**src/sv/gss_pkg.sv**
```systemverilog
package gss_pkg;

    // Geometry and fixed-point format
    localparam int NUM_COLS    = 8;
    localparam int COL_W       = $clog2(NUM_COLS);
    localparam int LEVEL_SHIFT = 29;
    localparam int LEVEL_W     = 32;
    localparam int BASE_W      = 24;
    localparam int STEP_W      = BASE_W + 14;
    localparam int ROW_W       = 3;
    localparam int MASK_W      = 8;
    localparam int IDX_W       = 6;
    localparam int VEL_W       = 7;
    localparam int RATE_W      = 3;

    // 7 << 29, one bit wider than a level so the row math cannot wrap
    localparam logic [LEVEL_W:0] FULL_SCALE = 33'h0_E000_0000;
    localparam logic [LEVEL_W:0] HALF_ROW   = 33'h0_1000_0000;

    // Reset values
    localparam logic [BASE_W-1:0] BASE_STEP_RESET = 24'd5326;
    localparam logic              FULL_BAR_RESET  = 1'b1;
    localparam logic [RATE_W-1:0] RATE_RESET      = 3'd2;

    // Command queue between front and back
    localparam int QUEUE_DEPTH = 4;
    localparam int QUEUE_AW    = $clog2(QUEUE_DEPTH);

    // Input operation codes
    typedef enum logic [1:0] {
        OP_TICK   = 2'd0,
        OP_SCENE  = 2'd1,
        OP_PAD    = 2'd2,
        OP_UNUSED = 2'd3
    } t_op;

    // Configuration register indexes
    localparam logic CFG_BASE_STEP = 1'b0;
    localparam logic CFG_FULL_BAR  = 1'b1;

    // Classified commands
    typedef enum logic [1:0] {
        CMD_TICK   = 2'd0,
        CMD_RATE   = 2'd1,
        CMD_TARGET = 2'd2
    } t_cmd_kind;

    typedef struct packed {
        t_cmd_kind        kind;
        logic [IDX_W-1:0] idx;
    } t_cmd;

    typedef struct packed {
        logic full;
        logic empty;
    } t_q_status;

    typedef struct packed {
        logic [COL_W-1:0]   column;
        logic [LEVEL_W-1:0] slider_value;
        logic [ROW_W-1:0]   top_row;
        logic [MASK_W-1:0]  lit_mask;
        logic               moved;
        logic               last;
    } t_result;

    // Step per tick: rate multiplier times base step (16000 = 16384 - 256 - 128)
    function automatic logic [STEP_W-1:0] step_of(input logic [RATE_W-1:0] rate,
                                                  input logic [BASE_W-1:0] base);
        logic [STEP_W-1:0] b;
        logic [STEP_W-1:0] s;
        b = STEP_W'(base);
        case (rate)
            3'd0:    s = (b << 14) - (b << 8) - (b << 7);
            3'd1:    s = b << 7;
            3'd2:    s = b << 5;
            3'd3:    s = b << 4;
            3'd4:    s = b << 3;
            3'd5:    s = b << 2;
            3'd6:    s = b << 1;
            default: s = b;
        endcase
        return s;
    endfunction

    // Rounded LED row of a level, 0 at the top
    function automatic logic [ROW_W-1:0] row_of(input logic [LEVEL_W-1:0] value);
        logic [LEVEL_W:0] v;
        logic [LEVEL_W:0] sum;
        logic [LEVEL_W:0] row;
        v = {1'b0, value};
        if (v >= FULL_SCALE) begin
            return '0;
        end
        sum = FULL_SCALE - v + HALF_ROW;
        row = sum >> LEVEL_SHIFT;
        if (row > 33'd7) begin
            return 3'd7;
        end
        return row[ROW_W-1:0];
    endfunction

    // Lit rows: bar from the top row down, or the top row alone
    function automatic logic [MASK_W-1:0] mask_of(input logic [ROW_W-1:0] row,
                                                  input logic full_bar);
        logic [MASK_W-1:0] m;
        m = full_bar ? (8'hFF << row) : (8'h01 << row);
        return m;
    endfunction

endpackage

```
**src/sv/gss_front.sv**
```systemverilog
module gss_front (
    input  logic                     i_valid,
    input  logic [1:0]               i_operation,
    input  logic [gss_pkg::IDX_W-1:0] i_index,
    input  logic [gss_pkg::VEL_W-1:0] i_velocity,
    input  gss_pkg::t_q_status       i_q_status,
    output logic                     o_ready,
    output logic                     o_push,
    output gss_pkg::t_cmd            o_cmd
);
    import gss_pkg::*;

    logic keep;

    // Accept whenever the queue has room
    assign o_ready = !i_q_status.full;

    // Classify: ticks always kept, events only on a press, unused code dropped
    always_comb begin
        keep       = 1'b0;
        o_cmd.kind = CMD_TICK;
        o_cmd.idx  = i_index;
        case (t_op'(i_operation))
            OP_TICK: begin
                keep       = 1'b1;
                o_cmd.kind = CMD_TICK;
            end
            OP_SCENE: begin
                keep       = (i_velocity != '0);
                o_cmd.kind = CMD_RATE;
            end
            OP_PAD: begin
                keep       = (i_velocity != '0);
                o_cmd.kind = CMD_TARGET;
            end
            default: begin
                keep = 1'b0;
            end
        endcase
    end

    assign o_push = i_valid && o_ready && keep;

endmodule

```
**src/sv/gss_fifo.sv**
```systemverilog
module gss_fifo (
    input  logic                i_clk,
    input  logic                i_rst_n,
    input  logic                i_push,
    input  gss_pkg::t_cmd       i_wdata,
    input  logic                i_pop,
    output gss_pkg::t_cmd       o_rdata,
    output gss_pkg::t_q_status  o_status
);
    import gss_pkg::*;

    t_cmd                r_mem [QUEUE_DEPTH];
    logic [QUEUE_AW-1:0] r_wptr;
    logic [QUEUE_AW-1:0] r_rptr;
    logic [QUEUE_AW:0]   r_count;

    assign o_status.full  = (r_count == (QUEUE_AW+1)'(QUEUE_DEPTH));
    assign o_status.empty = (r_count == '0);
    assign o_rdata        = r_mem[r_rptr];

    // Storage
    always_ff @(posedge i_clk) begin
        if (i_push) begin
            r_mem[r_wptr] <= i_wdata;
        end
    end

    // Pointers and fill count
    always_ff @(posedge i_clk) begin
        if (!i_rst_n) begin
            r_wptr  <= '0;
            r_rptr  <= '0;
            r_count <= '0;
        end else begin
            if (i_push) begin
                r_wptr <= r_wptr + 1'b1;
            end
            if (i_pop) begin
                r_rptr <= r_rptr + 1'b1;
            end
            case ({i_push, i_pop})
                2'b10:   r_count <= r_count + 1'b1;
                2'b01:   r_count <= r_count - 1'b1;
                default: r_count <= r_count;
            endcase
        end
    end

endmodule

```
**src/sv/gss_back.sv**
```systemverilog
module gss_back (
    input  logic                        i_clk,
    input  logic                        i_rst_n,
    // configuration writes
    input  logic                        i_cfg_we,
    input  logic                        i_cfg_idx,
    input  logic [gss_pkg::BASE_W-1:0]  i_cfg_data,
    // command queue
    input  gss_pkg::t_cmd               i_cmd,
    input  gss_pkg::t_q_status          i_q_status,
    output logic                        o_pop,
    // results
    output logic                        o_valid,
    input  logic                        i_ready,
    output gss_pkg::t_result            o_result
);
    import gss_pkg::*;

    // Slider state and configuration
    logic [LEVEL_W-1:0] r_cur [NUM_COLS];
    logic [LEVEL_W-1:0] r_tgt [NUM_COLS];
    logic [RATE_W-1:0]  r_rate;
    logic [BASE_W-1:0]  r_base;
    logic               r_full;

    // Tick sequencer
    logic               r_busy;
    logic [COL_W-1:0]   r_col;
    logic [STEP_W-1:0]  r_step;

    // Slew stage
    logic               r_p_valid;
    logic [COL_W-1:0]   r_p_col;
    logic [LEVEL_W-1:0] r_p_val;
    logic               r_p_moved;
    logic               r_p_last;

    // Output register
    logic               r_o_valid;
    t_result            r_o;

    logic               o_load;
    logic               p_adv;
    logic               col_go;
    logic [LEVEL_W-1:0] cur;
    logic [LEVEL_W-1:0] tgt;
    logic               up;
    logic [LEVEL_W-1:0] diff;
    logic [LEVEL_W-1:0] n_val;
    logic [ROW_W-1:0]   n_row;

    assign o_load = !r_o_valid || i_ready;
    assign p_adv  = !r_p_valid || o_load;
    assign col_go = r_busy && p_adv;
    assign o_pop  = !r_busy && !i_q_status.empty;

    // Slew one column toward its target, snapping when within one step
    always_comb begin
        cur  = r_cur[r_col];
        tgt  = r_tgt[r_col];
        up   = (tgt > cur);
        diff = up ? (tgt - cur) : (cur - tgt);
        if (cur == tgt) begin
            n_val = cur;
        end else if (STEP_W'(diff) <= r_step) begin
            n_val = tgt;
        end else if (up) begin
            n_val = cur + r_step[LEVEL_W-1:0];
        end else begin
            n_val = cur - r_step[LEVEL_W-1:0];
        end
    end

    assign n_row = row_of(r_p_val);

    // Control and state
    always_ff @(posedge i_clk) begin
        if (!i_rst_n) begin
            for (int i = 0; i < NUM_COLS; i++) begin
                r_cur[i] <= '0;
                r_tgt[i] <= '0;
            end
            r_rate    <= RATE_RESET;
            r_base    <= BASE_STEP_RESET;
            r_full    <= FULL_BAR_RESET;
            r_busy    <= 1'b0;
            r_col     <= '0;
            r_p_valid <= 1'b0;
            r_o_valid <= 1'b0;
        end else begin
            // configuration
            if (i_cfg_we) begin
                case (i_cfg_idx)
                    CFG_BASE_STEP: r_base <= i_cfg_data;
                    CFG_FULL_BAR:  r_full <= i_cfg_data[0];
                    default:       r_base <= r_base;
                endcase
            end

            // command dispatch
            if (o_pop) begin
                case (i_cmd.kind)
                    CMD_TICK: begin
                        r_busy <= 1'b1;
                        r_col  <= '0;
                    end
                    CMD_RATE: begin
                        r_rate <= i_cmd.idx[RATE_W-1:0];
                    end
                    CMD_TARGET: begin
                        r_tgt[i_cmd.idx[COL_W-1:0]] <=
                            {3'd7 - i_cmd.idx[IDX_W-1:COL_W], LEVEL_SHIFT'(0)};
                    end
                    default: begin
                        r_busy <= r_busy;
                    end
                endcase
            end

            // column walk
            if (col_go) begin
                r_cur[r_col] <= n_val;
                r_col        <= r_col + 1'b1;
                if (r_col == COL_W'(NUM_COLS - 1)) begin
                    r_busy <= 1'b0;
                end
            end

            if (p_adv) begin
                r_p_valid <= col_go;
            end
            if (o_load) begin
                r_o_valid <= r_p_valid;
            end
        end
    end

    // Payload registers
    always_ff @(posedge i_clk) begin
        if (o_pop && i_cmd.kind == CMD_TICK) begin
            r_step <= step_of(r_rate, r_base);
        end
        if (col_go) begin
            r_p_col   <= r_col;
            r_p_val   <= n_val;
            r_p_moved <= (n_val != cur);
            r_p_last  <= (r_col == COL_W'(NUM_COLS - 1));
        end
        if (o_load && r_p_valid) begin
            r_o.column       <= r_p_col;
            r_o.slider_value <= r_p_val;
            r_o.top_row      <= n_row;
            r_o.lit_mask     <= mask_of(n_row, r_full);
            r_o.moved        <= r_p_moved;
            r_o.last         <= r_p_last;
        end
    end

    assign o_valid  = r_o_valid;
    assign o_result = r_o;

endmodule

```
**src/sv/grid_slew_sliders_unit.sv**
```systemverilog
// Eight slew-limited sliders driven by an 8x8 pad grid.
// Input stream (s_axis): one transaction per tick, scene event or pad event.
// Scene presses pick the slew rate, pad presses set a column's target level;
// releases (zero velocity) and the unused operation code are dropped.
// Output stream (m_axis): each tick yields eight transactions, columns 0 to 7
// in order, with tlast on column 7.
// Accepted transactions enter a four-entry command queue; s_axis_tready is low
// only while that queue is full.
// A tick's results pass through the command queue, dispatch, the slew stage and
// the output register, then one result per cycle while the receiver takes them.
// An event is done at its dispatch; a tick holds the back end, popping nothing,
// from dispatch until its walk of the columns through the shared slew unit ends.
// A receiver stall holds the output register and the slew stage; the column
// walk pauses and the queue fills before the input side stalls.
// Configuration writes (base step, bar mode) are to be made while the block is
// idle; the block itself does not enforce this. Reset clears levels and targets
// to zero, sets the rate select to 2, base step to 5326 and bar mode on.
module grid_slew_sliders_unit (
    input  logic        i_clk,
    input  logic        i_rst_n,
    // configuration
    input  logic        i_cfg_we,
    input  logic        i_cfg_idx,
    input  logic [23:0] i_cfg_data,
    // input stream
    input  logic        s_axis_tvalid,
    output logic        s_axis_tready,
    input  logic [15:0] s_axis_tdata,  // operation[1:0], index[7:2], velocity[14:8]
    // output stream
    output logic        m_axis_tvalid,
    input  logic        m_axis_tready,
    output logic [47:0] m_axis_tdata,  // column[2:0], slider_value[34:3],
                                       // top_row[37:35], lit_mask[45:38], moved[46]
    output logic        m_axis_tlast
);
    import gss_pkg::*;

    t_cmd      push_cmd;
    t_cmd      head_cmd;
    t_q_status q_status;
    logic      push;
    logic      pop;
    t_result   result;

    // Front: accept and classify
    gss_front u_front (
        .i_valid     (s_axis_tvalid),
        .i_operation (s_axis_tdata[1:0]),
        .i_index     (s_axis_tdata[7:2]),
        .i_velocity  (s_axis_tdata[14:8]),
        .i_q_status  (q_status),
        .o_ready     (s_axis_tready),
        .o_push      (push),
        .o_cmd       (push_cmd)
    );

    // Command queue
    gss_fifo u_fifo (
        .i_clk    (i_clk),
        .i_rst_n  (i_rst_n),
        .i_push   (push),
        .i_wdata  (push_cmd),
        .i_pop    (pop),
        .o_rdata  (head_cmd),
        .o_status (q_status)
    );

    // Back: slider state, slew unit and result register
    gss_back u_back (
        .i_clk      (i_clk),
        .i_rst_n    (i_rst_n),
        .i_cfg_we   (i_cfg_we),
        .i_cfg_idx  (i_cfg_idx),
        .i_cfg_data (i_cfg_data),
        .i_cmd      (head_cmd),
        .i_q_status (q_status),
        .o_pop      (pop),
        .o_valid    (m_axis_tvalid),
        .i_ready    (m_axis_tready),
        .o_result   (result)
    );

    assign m_axis_tdata = {1'b0, result.moved, result.lit_mask, result.top_row,
                           result.slider_value, result.column};
    assign m_axis_tlast = result.last;

`ifndef SYNTHESIS
    // The queue is never written while full
    a_no_overflow: assert property (@(posedge i_clk) disable iff (!i_rst_n)
        push |-> !q_status.full)
        else $error("command queue overflow");

    // The last transaction of a tick describes the last column
    a_last_col: assert property (@(posedge i_clk) disable iff (!i_rst_n)
        (m_axis_tvalid && m_axis_tlast) |-> (m_axis_tdata[2:0] == 3'd7))
        else $error("tlast on wrong column");

    // Every result lights at least one LED
    a_mask_lit: assert property (@(posedge i_clk) disable iff (!i_rst_n)
        m_axis_tvalid |-> (m_axis_tdata[45:38] != 8'd0))
        else $error("empty lit mask");

    // After a column other than column 7 is taken, the next valid result is the following column
    a_col_order: assert property (@(posedge i_clk) disable iff (!i_rst_n)
        (m_axis_tvalid && m_axis_tready && !m_axis_tlast)
            |=> (!m_axis_tvalid || (m_axis_tdata[2:0] == $past(m_axis_tdata[2:0]) + 3'd1)))
        else $error("column order broken");
`endif

endmodule

```
**config.mk**
```make
export PLATFORM = sky130hd
export DESIGN_NAME = grid_slew_sliders_unit
export DESIGN_NICKNAME = d
export VERILOG_FILES = /design/src/sv/gss_pkg.sv /design/src/sv/gss_front.sv /design/src/sv/gss_fifo.sv /design/src/sv/gss_back.sv /design/src/sv/grid_slew_sliders_unit.sv
export SDC_FILE = /design/constraint.sdc
export NUM_CORES = 1
export LEC_CHECK = 0
export ABC_AREA = 1
export BUFFER_PORTS_ARGS = -buffer_cell sky130_fd_sc_hd__buf_2
export CAP_MARGIN = 10
export CORE_MARGIN = 3
export CORE_UTILIZATION = 55
export CTS_BUF_LIST = sky130_fd_sc_hd__clkbuf_4 sky130_fd_sc_hd__clkbuf_8 sky130_fd_sc_hd__clkbuf_16
export DETAILED_ROUTE_END_ITERATION = 6
export GPL_ROUTABILITY_DRIVEN = 1
export GPL_TIMING_DRIVEN = 1
export PLACE_DENSITY = 0.79
export SKIP_LAST_GASP = 1
export SLEW_MARGIN = 30
export SYNTH_ARGS = -nofsm -noshare
export SYNTH_HDL_FRONTEND = slang
export SYNTH_SLANG_ARGS = --single-unit
```
**constraint.sdc**
```tcl
create_clock -name i_clk -period 7.9 [get_ports i_clk]
set_input_delay 0.395 -clock i_clk [delete_from_list [all_inputs] [get_ports i_clk]]
set_output_delay 0.395 -clock i_clk [all_outputs]
set_load 0.02 [all_outputs]
```
==> summary.md <==
| Metric | Value |
|---|---|
| Crit start category | flop |
| Rows | 82 |
| Clock skew | roughly 0.017 ns |
| Pwr/cell area | a little under 400 nW/um^2 |
| Initial DRC Count | between 2000 and 3000 |
| WP buf/inv | 6 |
| Largest net degree at the start of global routing | 85 |
| Internal | roughly 0.0065 W |
| P_sw | roughly 0.0055 W |
| Worst path arrival time | 7.63 ns |
| Mapped Nets | around 3500 |
| Num CTS Buffers | 49 |
| Post-synth top flop | edfxtp_1 |
| Post-synth EDFFs | about 440 |
| Worst EP required | about 8.3 ns |
| Net count, final | between 3000 and 4000 |
| Layout cells sized above 1 | 8.239% |
| I/O pins | just under 100 |
| Max-slew headroom | about a third |
| Final TNS setup | 0 ns |
| Starting Density | roughly 56% |
| Die Wd | between 200 and 250 microns |
| Post-CTS sizing | 0 |
| Sequential share of the synthesized area | between 40% and 50% |
| Synth Cell Area | ~28000 sq um |
| Clock sinks | between 400 and 500 |
| Core Region | 50480 sq um |
| Hpwl dp | roughly 53 mm |
| Clock share of power | around 20% |
| Die Ht | between 200 and 250 microns |
| Clock Latency Late Sink | between 0.6 and 0.7 ns |
| Max Fclk | roughly 140 MHz |
| Via density | 5.770 |
| Min cycle time layout | just over 7 ns |
| Worst-Margin Slew | ~1 ns |
| Vias in the first global route | between 20000 and 25000 |
| Placed Cells | 4026 |
| CP top delay family | simple AND/OR/NAND/NOR gates |
| CTS clk-pin slew, worst paths | ~0.060 ns |
| Synth Instances | 3348 |
| Most frequent CP cell | nand2_1 |
| Slew Limit Fails | 0 |
| Global-route wire length before repair | 121.2 mm |
| Antenna-violating nets left | 0 |
| Crit path max fanout | 35 |
| CTS Buffer Depth | 3 |
| Worst Setup Path Type | reg -> reg |
| Status | finished clean |
| Grt ovf | 0 |
| R2r setup slk | between 0.6 and 0.7 ns |
| Count of final setup violators | 0 |
| Routed len/inst | about 19 microns |
| Final WL | approximately 78 mm |
| Die Area | roughly 54000 sq um |
| Netlist cell types | between 60 and 70 |
| Antenna diodes | 0 |
| Initial antenna violation count | 0 |
| Endpoints failing hold | 0 |
| CP max stage cell | dfxtp_2 |
| Synthesis-to-layout area growth | 10.31% |
| Reg power frac | between 20 and 30% |
| Total track usage | between 20% and 30% |
| FF+latch count, synth | a little under 500 |
| Final RePlAce weighted congestion | slightly above 1 |
| Sw Share | 45.56% |
| Maximum vdd ir drop | 0.2261 mV |
| RSZ-0062 raised after global routing | no |
| CTS tree | yes |
| Number of non-filler instances in the completed layout | slightly above 4000 |
| Crit share post-route | between 90 and 100% |
| Logic pwr share | 52.3% |
| Root Driver | clkbuf_16 |
| Max incr delay on CP | around 0.7 ns |
| Buffers added on ports | 94 |
| Crit path capture type | flop |
| Async set-reset flop share out of synthesis | 0% |
| Total number of vias | about 24000 |
| Hold/Removal Path Class | in -> reg |
| First-pass DRT Iterations | 6 |
| Drt drc | 0 |
| Max Cap Viol | 0 |
| Pleak | between 10 and 15 nW |
| CTS H-tree depth | 2 |
| Synth warnings | 0 |
| Synthesized area per cell | between 8 and 9 sq um |
[layout make-up]
| class | instances | area (sq um) |
|---|---|---|
| Fill cell | 4219 | 19240 |
| Sequential cell | 481 | 13990 |
| Multi-Input combinational cell | 2285 | 12060 |
| Inverter | 455 | 1710 |
| Clock buffer | 55 | 1271 |
| Timing Repair Buffer | 147 | 945.9 |
| Tap cell | 672 | 840.8 |
| Clock inverter | 36 | 417.9 |
[power groups by stage]
| stage | Clock [W] | Sequential (W) | Combinational (W) |
|---|---|---|---|
| 6_report | 0.00243 | 0.00331 | 0.00629 |
| 3_3_place_gp | 0 | 0.00335 | 0.00598 |
| 5_1_grt | 0.00256 | 0.00334 | 0.00696 |
| 2_1_floorplan | 0 | 0.00333 | 0.00455 |
| 3_5_place_dp | 0 | 0.00336 | 0.00607 |
| 4_1_cts | 0.00245 | 0.00331 | 0.00613 |
[cells in the final DEF (no fill, tap or decap), types with 15 or more instances in the layout]
cell	n
xor2_1	70
nand3_1	198
o21ai_0	136
nand4_1	35
buf_2	94
xnor2_1	16
buf_4	37
nor3_1	21
clkbuf_16	49
nor2_1	520
a221oi_1	15
nand2_1	731
nor4_1	15
o22ai_1	64
a21oi_1	154
fa_1	20
ha_1	116
inv_1	436
clkinv_1	18
o21ai_1	16
edfxtp_1	435
dfxtp_1	44
[worst register-to-register path, delay by kind of cell (launching register included)]
kind	cells	cell delay [ns]
fa+ha+maj	2	0.67
xor+xnor	1	0.11
simple gates	22	2.96
buf+inv	6	1.51
compound gates	5	1.08
flops	1	0.71
[cells by family (layout without fill, tap and decap cells)]
kind of cell | Yosys count | count (layout) | share of synthesized area, %
simple gates | 1581 | 1581 | 23.06
buf+inv | 582 | 693 | 8.342
compound gates | 481 | 481 | 10.01
flops | 481 | 481 | 49.38
fa+ha+maj | 136 | 136 | 6.539
xor+xnor | 86 | 86 | 2.660
other cells | 1 | 1 | 0.01324
[stage by stage]
step                setup slack [ns]  utilization (%)  total power (W)  hold WS (ns)  cell area [sq um]
floorplan                      2.088                -         0.007877        0.4003              28320
global placement               1.022            58.14         0.009323        0.4040              29350
detailed placement            0.8732            58.19         0.009428        0.4075              29380
CTS                           0.8473            61.80          0.01188       0.04298              31190
global route                 0.03882            61.88          0.01286       0.06121              31240
finish                        0.6262            61.88          0.01203       0.06474              31240
[sequential cells by signal (all words and copies together), names as in the netlist, named ones only]
register,flops
u_back.r_p_last,1
u_back.r_rate,3
u_back.r_col,3
u_back.r_base,24
u_back.r_tgt,24
u_back.r_p_valid,1
u_back.r_busy,1
u_back.r_full,1
u_back.r_p_moved,1
u_back.o_result,48
u_back.r_p_col,3
u_back.r_p_val,32
u_back.r_cur,256
u_fifo.r_wptr,2
u_back.o_valid,1
u_fifo.r_count,3
u_fifo.r_mem,32
u_fifo.r_rptr,2
u_back.r_step,38
[metal layers]
layer | vias to the layer above | routed length, microns | track usage [%]
li1 | 11290 | - | -
met1 | 11110 | 30800 | 37.15
met2 | 1193 | 37040 | 47.58
met3 | 241 | 6973 | 4.665
met4 | 0 | 3347 | 11.91
met5 | - | 0 | 0
[synthesized netlist by cell type (all sizes together) (2+ instances only)]
cell | n | area (sq um)
or2 | 9 | 56.30
a31o | 2 | 17.52
a211oi | 2 | 15.01
clkinv | 12 | 45.04
o221ai | 9 | 78.83
o21bai | 5 | 37.54
nor2 | 533 | 2038
a32o | 3 | 30.03
clkbuf | 67 | 251.5
edfxtp | 435 | 13060
dfxtp | 46 | 920.9
a21o | 6 | 45.04
nand3 | 205 | 1061
a22oi | 4 | 43.79
xor2 | 70 | 613.1
buf | 60 | 400.4
o21a | 6 | 45.04
a31oi | 12 | 75.07
nand2 | 748 | 2840
nor4 | 15 | 93.84
o2111ai | 9 | 78.83
nand3b | 6 | 45.04
a21boi | 6 | 45.04
nor3 | 23 | 120.1
xnor2 | 16 | 140.1
a32oi | 5 | 43.79
a2111oi | 2 | 17.52
a221oi | 15 | 131.4
ha | 116 | 1451
fa | 20 | 400.4
a21oi | 157 | 793.3
o31ai | 2 | 15.01
o21ai | 154 | 774.5
inv | 443 | 1665
o211ai | 13 | 97.59
o22ai | 64 | 400.4
nand4 | 35 | 219.0
[final timing paths]
| kind | from | endpoint | cells past startpoint |
|---|---|---|---|
| worst min register to register | u_back.r_p_col[0]$_DFFE_PP_ | u_back.o_result[45]$_DFFE_PP_ | 0 |
| worst max-delay path | flop | u_back.r_p_moved$_DFFE_PP_ | 36 |
| worst max register to register | flop | u_back.r_p_moved$_DFFE_PP_ | 36 |
| worst min-delay path | i_cfg_data[9] | u_back.r_base[9]$_SDFFE_PN0P_ | 3 |
[what timing repair did]
action / CTS / global route
buffers inserted: 0 / 0
hold buffers: 13 / 0
hold endpoints to repair: 31 / 0
No activity file was read; power rests on OpenSTA's default activity.
